===== src/rtl/wpf_pkg.sv =====
// Package for the waveform period finder: field widths, defaults and the
// payload and cell-control struct types. No dependencies.
`timescale 1ns / 1ps
`default_nettype none

package wpf_pkg;

   // Fixed field widths.
   localparam int SAMPLE_W = 8;
   localparam int OFFSET_W = 12;
   localparam int TOL_W    = 8;

   // Defaults for the top-level parameters.
   localparam int WINDOW_DEFAULT  = 8;
   localparam int MAX_LEN_DEFAULT = 4096;

   // Tolerance after reset.
   localparam logic [TOL_W-1:0] TOL_RESET = 8'd1;

   // One input item.
   typedef struct packed {
      logic [SAMPLE_W-1:0] sample;
      logic                last;
   } req_type;

   // One result item.
   typedef struct packed {
      logic [OFFSET_W-1:0] match_offset;
      logic                overflow;
   } rsp_type;

   // Per-cell controls for one clock.
   typedef struct packed {
      logic shift;
      logic ref_we;
   } cell_ctrl_type;

endpackage

`default_nettype wire


===== src/rtl/wpf_cell.sv =====
// One cell of the comparison chain: one delay-line tap, one reference sample,
// and a tolerance compare whose result is ANDed into the chain. Uses wpf_pkg.
`timescale 1ns / 1ps
`default_nettype none

module wpf_cell (
   input  wire                          clock,
   input  wpf_pkg::cell_ctrl_type       ctrl,
   input  wire [wpf_pkg::SAMPLE_W-1:0]  sample_in,
   input  wire [wpf_pkg::SAMPLE_W-1:0]  ref_data,
   input  wire [wpf_pkg::TOL_W-1:0]     tolerance,
   input  wire                          match_in,
   output logic [wpf_pkg::SAMPLE_W-1:0] sample_out,
   output logic                         match_out
);
   import wpf_pkg::*;

   logic [SAMPLE_W-1:0] tap_ff;
   logic [SAMPLE_W-1:0] tap_in;
   logic [SAMPLE_W-1:0] ref_ff;
   logic [SAMPLE_W-1:0] ref_in;
   logic [SAMPLE_W-1:0] diff;

   // The tap takes its neighbor's sample on every transfer below the length limit;
   // the reference sample is written once, while the stream start is being captured.
   always_comb begin
      tap_in = ctrl.shift  ? sample_in : tap_ff;
      ref_in = ctrl.ref_we ? ref_data  : ref_ff;
   end

   always_ff @(posedge clock) begin
      tap_ff <= tap_in;
      ref_ff <= ref_in;
   end

   // Absolute difference against the reference, folded into the chain.
   always_comb begin
      diff       = (ref_ff > tap_ff) ? (ref_ff - tap_ff) : (tap_ff - ref_ff);
      match_out  = match_in && (diff <= tolerance);
      sample_out = tap_ff;
   end

endmodule

`default_nettype wire


===== src/rtl/waveform_period_finder.sv =====
// Waveform period finder: accepts one sample per cycle, back to back, while
// the output is not stalled, and gives one result the cycle after the sample
// marked last is taken. A window compare runs in the cycle after its sample,
// across WINDOW cells in one chain; that chain sets the clock path, not the rate.
// Reset (synchronous) clears counters, flags and the output stage and sets the
// tolerance to 1; the delay line and reference cells hold stale data.
`timescale 1ns / 1ps
`default_nettype none

module waveform_period_finder #(
   parameter int WINDOW  = wpf_pkg::WINDOW_DEFAULT,
   parameter int MAX_LEN = wpf_pkg::MAX_LEN_DEFAULT
) (
   input  wire                      clock,
   input  wire                      reset,
   input  wire                      req_valid,
   input  wpf_pkg::req_type         req_payload,
   output logic                     req_stall,
   output logic                     rsp_valid,
   output wpf_pkg::rsp_type         rsp_payload,
   input  wire                      rsp_stall,
   input  wire                      csr_valid,
   output logic                     csr_ready,
   input  wire [wpf_pkg::TOL_W-1:0] csr_data
);
   import wpf_pkg::*;

   localparam int CNT_W = $clog2(MAX_LEN + 1);
   localparam int OFS_W = (CNT_W > OFFSET_W) ? CNT_W : OFFSET_W;

   logic [TOL_W-1:0]    tolerance_ff, tolerance_in;
   logic [CNT_W-1:0]    count_ff, count_in;
   logic [OFFSET_W-1:0] best_ff, best_in;
   logic                overflow_ff, overflow_in;
   logic                check_valid_ff, check_valid_in;
   logic [OFFSET_W-1:0] check_offset_ff, check_offset_in;
   logic                rsp_valid_ff, rsp_valid_in;
   rsp_type             rsp_payload_ff, rsp_payload_in;

   logic                take;
   logic                take_last;
   logic                below_max;
   logic                start_check;
   logic [OFS_W-1:0]    offset_wide;
   logic [OFFSET_W-1:0] best_now;
   logic                window_match;

   cell_ctrl_type       cell_ctrl [WINDOW];
   logic [SAMPLE_W-1:0] tap [WINDOW];
   logic                match_link [WINDOW+1];

   // Handshakes: the output register frees itself when its transfer completes.
   assign req_stall   = rsp_valid_ff && rsp_stall;
   assign take        = req_valid && !req_stall;
   assign take_last   = take && req_payload.last;
   assign csr_ready   = 1'b1;
   assign rsp_valid   = rsp_valid_ff;
   assign rsp_payload = rsp_payload_ff;

   // Stream position and window bookkeeping.
   always_comb begin
      below_max   = 32'(count_ff) < MAX_LEN;
      start_check = take && below_max && !req_payload.last
                    && (32'(count_ff) >= WINDOW) && (32'(count_ff) + 1 < MAX_LEN);
      offset_wide = OFS_W'(count_ff) - OFS_W'(WINDOW - 1);
      check_offset_in = offset_wide[OFFSET_W-1:0];
   end

   // The pending compare from the previous transfer resolves this cycle.
   assign window_match = match_link[0];
   assign best_now     = (check_valid_ff && window_match) ? check_offset_ff : best_ff;

   // Next-state logic for counters, flags and the result register.
   always_comb begin
      tolerance_in   = (csr_valid && csr_ready) ? csr_data : tolerance_ff;
      check_valid_in = start_check;

      if (take_last) begin
         count_in = '0;
      end else if (take && below_max) begin
         count_in = count_ff + 1'b1;
      end else begin
         count_in = count_ff;
      end

      best_in = take_last ? '0 : best_now;

      if (take_last) begin
         overflow_in = 1'b0;
      end else if (take && !below_max) begin
         overflow_in = 1'b1;
      end else begin
         overflow_in = overflow_ff;
      end

      if (take_last) begin
         rsp_valid_in = 1'b1;
      end else if (!rsp_stall) begin
         rsp_valid_in = 1'b0;
      end else begin
         rsp_valid_in = rsp_valid_ff;
      end

      rsp_payload_in = rsp_payload_ff;
      if (take_last) begin
         rsp_payload_in.match_offset = best_now;
         rsp_payload_in.overflow     = overflow_ff || !below_max;
      end
   end

   // Control registers.
   always_ff @(posedge clock) begin
      if (reset) begin
         tolerance_ff   <= TOL_RESET;
         count_ff       <= '0;
         best_ff        <= '0;
         overflow_ff    <= 1'b0;
         check_valid_ff <= 1'b0;
         rsp_valid_ff   <= 1'b0;
      end else begin
         tolerance_ff   <= tolerance_in;
         count_ff       <= count_in;
         best_ff        <= best_in;
         overflow_ff    <= overflow_in;
         check_valid_ff <= check_valid_in;
         rsp_valid_ff   <= rsp_valid_in;
      end
   end

   // Payload registers.
   always_ff @(posedge clock) begin
      check_offset_ff <= check_offset_in;
      rsp_payload_ff  <= rsp_payload_in;
   end

   // Chain of cells: samples move toward cell 0, the match flag ripples down.
   assign match_link[WINDOW] = 1'b1;

   for (genvar k = 0; k < WINDOW; k++) begin : g_cell
      logic [SAMPLE_W-1:0] from_neighbor;

      if (k == WINDOW - 1) begin : g_head
         assign from_neighbor = req_payload.sample;
      end else begin : g_body
         assign from_neighbor = tap[k+1];
      end

      always_comb begin
         cell_ctrl[k].shift  = take && below_max;
         cell_ctrl[k].ref_we = take && below_max && (32'(count_ff) == k);
      end

      wpf_cell u_cell (
         .clock      (clock),
         .ctrl       (cell_ctrl[k]),
         .sample_in  (from_neighbor),
         .ref_data   (req_payload.sample),
         .tolerance  (tolerance_ff),
         .match_in   (match_link[k+1]),
         .sample_out (tap[k]),
         .match_out  (match_link[k])
      );
   end

   // A result appears only after a transfer of a sample marked last.
   a_rsp_from_last: assert property (@(posedge clock) disable iff (reset)
      $rose(rsp_valid_ff) |-> $past(take_last))
      else $error("result raised without a last sample");

   // A pending compare always has a full window behind it.
   a_check_window: assert property (@(posedge clock) disable iff (reset)
      check_valid_ff |-> (32'(count_ff) > WINDOW))
      else $error("window compare pending before the window filled");

   // The sample count never passes the stream limit.
   a_count_bound: assert property (@(posedge clock) disable iff (reset)
      32'(count_ff) <= MAX_LEN)
      else $error("sample count beyond limit");

   // A dropped sample can only happen once the stream is full.
   a_overflow_full: assert property (@(posedge clock) disable iff (reset)
      overflow_ff |-> (32'(count_ff) == MAX_LEN))
      else $error("overflow flagged before the stream filled");

endmodule

`default_nettype wire


===== config.mk =====
export PLATFORM = sky130hd
export DESIGN_NAME = waveform_period_finder
export DESIGN_NICKNAME = d
export VERILOG_FILES = /design/src/rtl/wpf_pkg.sv /design/src/rtl/wpf_cell.sv /design/src/rtl/waveform_period_finder.sv
export SDC_FILE = /design/constraint.sdc
export NUM_CORES = 1
export LEC_CHECK = 0
export BUFFER_PORTS_ARGS = -buffer_cell sky130_fd_sc_hd__buf_2
export CAP_MARGIN = 20
export CORE_ASPECT_RATIO = 0.8
export CORE_UTILIZATION = 55
export CTS_CLUSTER_DIAMETER = 60
export CTS_CLUSTER_SIZE = 16
export DETAILED_ROUTE_END_ITERATION = 10
export GPL_ROUTABILITY_DRIVEN = 0
export HOLD_SLACK_MARGIN = 0.12
export PLACE_DENSITY_LB_ADDON = 0.05
export REMOVE_ABC_BUFFERS = 1
export SETUP_SLACK_MARGIN = 0.4
export SLEW_MARGIN = 20
export SYNTH_ARGS = -nofsm -noshare
export SYNTH_HDL_FRONTEND = slang
export SYNTH_SLANG_ARGS = --single-unit

===== constraint.sdc =====
create_clock -name clock -period 5.38 [get_ports clock]
set_input_delay 1.614 -clock clock [delete_from_list [all_inputs] [get_ports clock]]
set_output_delay 1.614 -clock clock [all_outputs]
set_load 0.05 [all_outputs]

=== After elaboration in Yosys (flattened, before gate mapping) ===
Index checks and enable logic that the tools add are counted.

* Add/sub/neg operators: 19
* Multipliers: 0
* Div/mod/pow operators: 0
* Magnitude comparators: 19
* Equality and inequality tests: 8
* Shifts and indexed selects: 0
* Muxes and demuxes: 11
* Bitwise logic cells: 0
* Reductions and logical operators: 30

{| class="wikitable"
|+ Operators by type and width
! kind !! count
|-
| 8-bit subtractor || 16
|-
| 8-bit > comparator || 8
|-
| 8-bit less-or-equal comparator || 8
|-
| 8-bit 2-to-1 mux || 8
|-
| 13-bit by 3-bit == test with 1-bit output (second input constant) || 4
|-
| 13-bit by 2-bit == test with 1-bit output (second input constant) || 2
|-
| 1-bit logical AND || 24
|-
| 13-bit by 1-bit adder with 14-bit output (second input constant) || 1
|-
| 14-bit by 13-bit < comparator with 1-bit output (second input constant) || 1
|-
| 13-bit by 1-bit adder with 13-bit output (second input constant) || 1
|-
| 13-bit by 1-bit == test with 1-bit output (second input constant) || 1
|-
| 13-bit by 4-bit greater-or-equal comparator with 1-bit output (second input constant) || 1
|-
| 13-bit zero test || 1
|-
| 13-bit < comparator (second input constant) || 1
|-
| 12-bit 2-to-1 mux || 1
|-
| 12-bit by 3-bit subtractor with 12-bit output (second input constant) || 1
|-
| 1-bit zero test || 3
|-
| 1-bit 2-to-1 mux || 2
|-
| 2-bit by 1-bit inequality test with 1-bit output (second input constant) || 1
|-
| 2-bit OR reduction || 1
|-
| 1-bit logical OR || 1
|}

* Register bits: 189
* Bits in latches: 0
* RAM bits: 0
* ROM bits: 0
* Bits of input ports: 22
* Output and inout bits: 16
* Memories kept: 0

=== Depth between registers and ports, before layout ===
* Depth after elaboration: 12
* Depth in mapped cells: 21
* Gate-level depth less buffers: 19

=== By module ===
A second synthesis with hierarchy kept.

* Cells, all modules: 1258
* Area total of the unflattened synthesis: 13182.6 um^2

{| class="wikitable"
|+ Modules (own cells, without submodules)
! module !! times used !! cells each !! area an instance (um^2)
|-
| wpf_cell || 8 || 129 || 1346.3
|-
| waveform_period_finder || 1 || 226 || 2412.3
|}

=== Worst setup path before layout ===
Ideal clock, no wire load.

* Path type: register to register
* Start point: reg g_cell[4].u_cell.ref_ff[0]
* End point: reg rsp_payload_ff (netlist bit rsp_payload[10]), data pin
* Arrival time: 4.184 ns
* Data required time: 5.114 ns
* Slack: 0.930 ns
* Stages on the path, launching flop included: 21
* Period minus slack after synthesis: 4.450 ns
* Path through: edfxtp_1 -> inv_1 -> ha_1 -> inv_1 -> fa_1 -> nand3_1 -> a21oi_1 -> o31ai_2 -> mux2_2 -> a2111o_1 -> a21oi_1 -> xnor2_1 -> ha_1 -> a21oi_1 -> o21ai_0 -> o21ai_0 -> nand3_1 -> or4_1 -> buf_2 -> o31ai_1 -> nand2_1

* Word-level cells in the longest chain between the ends: 10
* Elaborated cells between the ends (all ways): 12

{| class="wikitable"
|+ Ends and longest elaborated chain
! item !! RTL line !! text
|-
| from (decl) || wpf_cell.sv:20 || <nowiki>logic [SAMPLE_W-1:0] ref_ff;</nowiki>
|-
| from (signal assigned) || wpf_cell.sv:33 || <nowiki>ref_ff <= ref_in;</nowiki>
|-
| 8-bit subtractor or 8-bit > comparator (tied branches) || wpf_cell.sv:38 || <nowiki>diff = (ref_ff > tap_ff) ? (ref_ff - tap_ff) : (tap_ff - ref_ff);</nowiki>
|-
| 8-bit 2-to-1 mux * || wpf_cell.sv:38 ||
|-
| 8-bit less-or-equal comparator * || wpf_cell.sv:39 || <nowiki>match_out = match_in && (diff <= tolerance);</nowiki>
|-
| 1-bit logical AND * (5 in series) || wpf_cell.sv:39 ||
|-
| 1-bit logical AND * || waveform_period_finder.sv:71 || <nowiki>assign best_now = (check_valid_ff && window_match) ? check_offset_ff : best_ff;</nowiki>
|-
| 12-bit 2-to-1 mux * || waveform_period_finder.sv:71 ||
|-
| named net best_now[9] || waveform_period_finder.sv:45 || <nowiki>logic [OFFSET_W-1:0] best_now;</nowiki>
|-
| to (signal assigned) || waveform_period_finder.sv:133 || <nowiki>rsp_payload_ff <= rsp_payload_in;</nowiki>
|-
| to (decl) || waveform_period_finder.sv:38 || <nowiki>rsp_type rsp_payload_ff, rsp_payload_in;</nowiki>
|}

Mark *: on every way through the listed nets, which the timed path passes. The rest lies on a longest branch.
A chain may end at the register's enable or synchronous reset.

=== Final worst setup path ===
* Start point: reg g_cell[4].u_cell.ref_ff[0]
* End point: reg rsp_payload_ff (netlist bit rsp_payload[3]), data pin

The elaborated chain is that of the path after synthesis.

==> results.md <==
* Run status: completed
* Total Routing Usage GR at 25.1%
* Num rows at between 40 and 50
* Seq cells post-synth at 189
* Hold WS at 453 ps
* CTS buffer count at 17
* Final #Nets at 1,471
* Main flop type after synthesis: edfxtp_1
* Largest family of logic cells by synthesized area: adder cells
* Met1 Use GR at a little over a third
* CTS tree: built
* Worst-Skew Late Latency at 440 ps
* Met2 Use GR at 39.3%
* Starting DRT DRC Count at 550
* CP Cell Sequence: inv_1 > ha_1 > inv_1 > fa_1 > nand3_1 > a21oi_1 > o31ai_4 > mux2_2 > a2111o_1 > a21oi_1 > xnor2_1 > ha_1 > a21oi_1 > o21ai_0 > o21ai_1 > nand3_1 > or4_4 > o31ai_2 > nand2_1
* Final Power at 3.74 mW
* Vias in the first global route at roughly 8,100
* Grt total ovfl at 0
* Most used cell, CP: a21oi_1
* Die ar. at around 0.024 mm²
* Final period util at 87.9%
* GR peak layer: met2
* Slew @ Worst Pin at 929 ps
* Final Max Slew Viols at 0
* Port-buffer cells at 36
* Post-Synth Simple-Gate Area at 8.89%
* Via count at 8,610
* Post-synthesis sequential area ratio at 41.1%
* Core area at 0.0225 mm²
* Leading cell type in the layout, fill and taps excluded: ha_1
* Routed wire length at about 28,000 µm
* RSZ-0062 raised after global routing: true
* Dpl cells at 1,530
* Initial antenna violation count at 1
* Syn_area_per_cell at 10.5 µm²
* Layout Cells excl Fill at between 1,500 and 2,000
* Complex-gate fraction of the synthesized area at around 12%
* Family with the most delay on the worst path: compound AO/OA/AOI/OAI gates
* Fmax at 211 MHz
* VDD IR-drop max at 0.000225 V
* Post-DP HPWL at 21,300 µm
* Post-synth EDFFs at 141
* P&R area growth vs syn at 9.58%
* Clock-pin slew on the worst setup and hold paths at 80 ps
* Tightest Hold Check Type: flip-flop to flip-flop
* Share of post-route cells with drive strength above 1 at 11.0%
* Clk buf depth at 2
* Clock Skews at 13.5 ps
* Post-route minimum period at 4730 ps
* Synth warn at 0
* CP Launch Type: flip-flop
* Pwr per Cell Area at 270 mW/mm²
* Post-Syn Instances at 1,207
* Slew margin rel. at 37.7%
* Xor/xnor cell area share of the yosys netlist at 4.44%
* TritonRoute pass-1 iters at 5
* Cell area after layout at 0.0138 mm²
* Critical Path Max Stage Delay at 620 ps
* Post-Synth Adder-Cell Area at 21.2%
* First-pass GRT wire length at 44,000 µm
* Max-Cap Viols at 0
* Buf+Inv Stages, Crit Path at 2
* Portion of netlist area occupied by mux cells at ~5.4%
* Met3 Use GR at 4.80%
* Final WS setup at 651 ps
* # hold bufs at CTS at 0
* Cell Area, Placed at 0.0132 mm²
* Synth cell types at 65
* Mapped Area at between 0.01 and 0.015 mm²
* Die Ht at ~140 µm
* DRC Markers at 0
* FFs w/ async S/R, synth at 0%
* Setup TNS at 0 ps
* Commonest cells after routing, fill and taps aside: ha_1, inv_1, edfxtp_1, a21oi_1, nand2_1
* Critical path type: flip-flop to flip-flop
* Final core utilization at 61.5%
* Chip width at around 170 µm
* Final hold violations at 0
* Arrival @ worst endpoint at about 5000 ps
* Critical path endpoint category: flip-flop
* CTS Sinks at 189
* Leak at about 6.1 nW
* Via/cell ratio at 5.51
* Clk root buf: clkbuf_16
* I/O Pins at 38
* Slowest CP cell: or4_4
* Req. time, crit path at 5570 ps
* Initial Util at a little under three fifths
* Routed Antenna Nets at 0
* DR WL/cell at 18.2 µm
* Largest net degree at the start of global routing at 38
* ANT cells at 0
* # setup viols final at 0
* Setup WS pre-CTS at 355 ps
* H-Tree Level Count at 4
* Worst-path maximum fanout at 6
[final timing paths]
check / startpoint / endpoint / slack (ps) / cells after the start
worst max-delay path: g_cell[4].u_cell.ref_ff[0] / rsp_payload[3] / 650 / 19
worst min register to register: g_cell[7].u_cell.sample_out[7] / g_cell[6].u_cell.sample_out[7] / 450 / 0
worst max register to register: g_cell[4].u_cell.ref_ff[0] / rsp_payload[3] / 650 / 19
worst min-delay path: g_cell[7].u_cell.sample_out[7] / g_cell[6].u_cell.sample_out[7] / 450 / 0
[flip-flops by register name (all words and copies together) (netlist names)]
signal                    flops
g_cell.u_cell.ref_ff         64
g_cell.u_cell.sample_out     64
count_ff                     13
rsp_payload                  13
best_ff                      12
check_offset_ff              12
tolerance_ff                  8
check_valid_ff                1
overflow_ff                   1
rsp_valid                     1
[worst reg2reg max path, cell delays in order (launching register included)]
cell and delay (ps):
edfxtp_1 400, inv_1 70, ha_1 130, inv_1 60, fa_1 410, nand3_1 120, a21oi_1 110, o31ai_4 260
mux2_2 400, a2111o_1 410, a21oi_1 180, xnor2_1 140, ha_1 280, a21oi_1 120, o21ai_0 90, o21ai_1 130
nand3_1 170, or4_4 620, o31ai_2 290, nand2_1 90
[final cells by class]
class	instances	area, µm²
clock buffer	17	425
clock inverter	15	145
fill	1882	8660
inverter	177	664
multi-input combinational	809	6720
sequential	189	5190
tap	306	383
timing repair buffer	51	305
[per-layer routing]
metal	wire length, µm	vias to the layer above
li1	-	4365
met1	13900	4050
met2	12800	157
met3	1250	38
met4	493	0
met5	0	-
[timing repair]
action,in CTS,in global routing
setup endpoints to repair,11,24
gates cloned,0,1
buffers inserted,0,1
resized for setup,1,20
pin swaps,0,2
[logic make-up (layout without fill, tap and decap cells)]
group	Yosys count	after routing
multiplexers	65	65
adder cells (fa/ha/maj)	204	204
other	1	1
XOR/XNOR	64	64
flip-flops	189	189
buffers and inverters	210	260
AO/OA/AOI/OAI	257	257
AND/OR/NAND/NOR	217	218
[where the power goes]
| part | switching (mW) | internal, mW |
|---|---|---|
| logic | 0.504 | 0.346 |
| clock network | 0.607 | 0.616 |
| registers | 0.0421 | 1.62 |
| total | 1.15 | 2.59 |
[cells in the mapped netlist, types with 14 or more instances]
cell type  number  area share (%)
nand2_1        50             1.5
xnor2_1        38             2.6
mux2i_1        37             2.9
a21oi_1       123             4.9
nand4_1        32             1.6
mux2_2         26             2.3
inv_1         177             5.3
fa_1           16             2.5
nor2_1         40             1.2
ha_1          188              19
a21o_1         21             1.2
buf_2          17            0.67
xor2_1         26             1.8
edfxtp_1      141              34
nand3_1        31             1.2
dfxtp_1        48             7.6
o21ai_0        41             1.6
a211oi_1       14            0.83
Note: power is estimated with default switching activity, not from simulation.
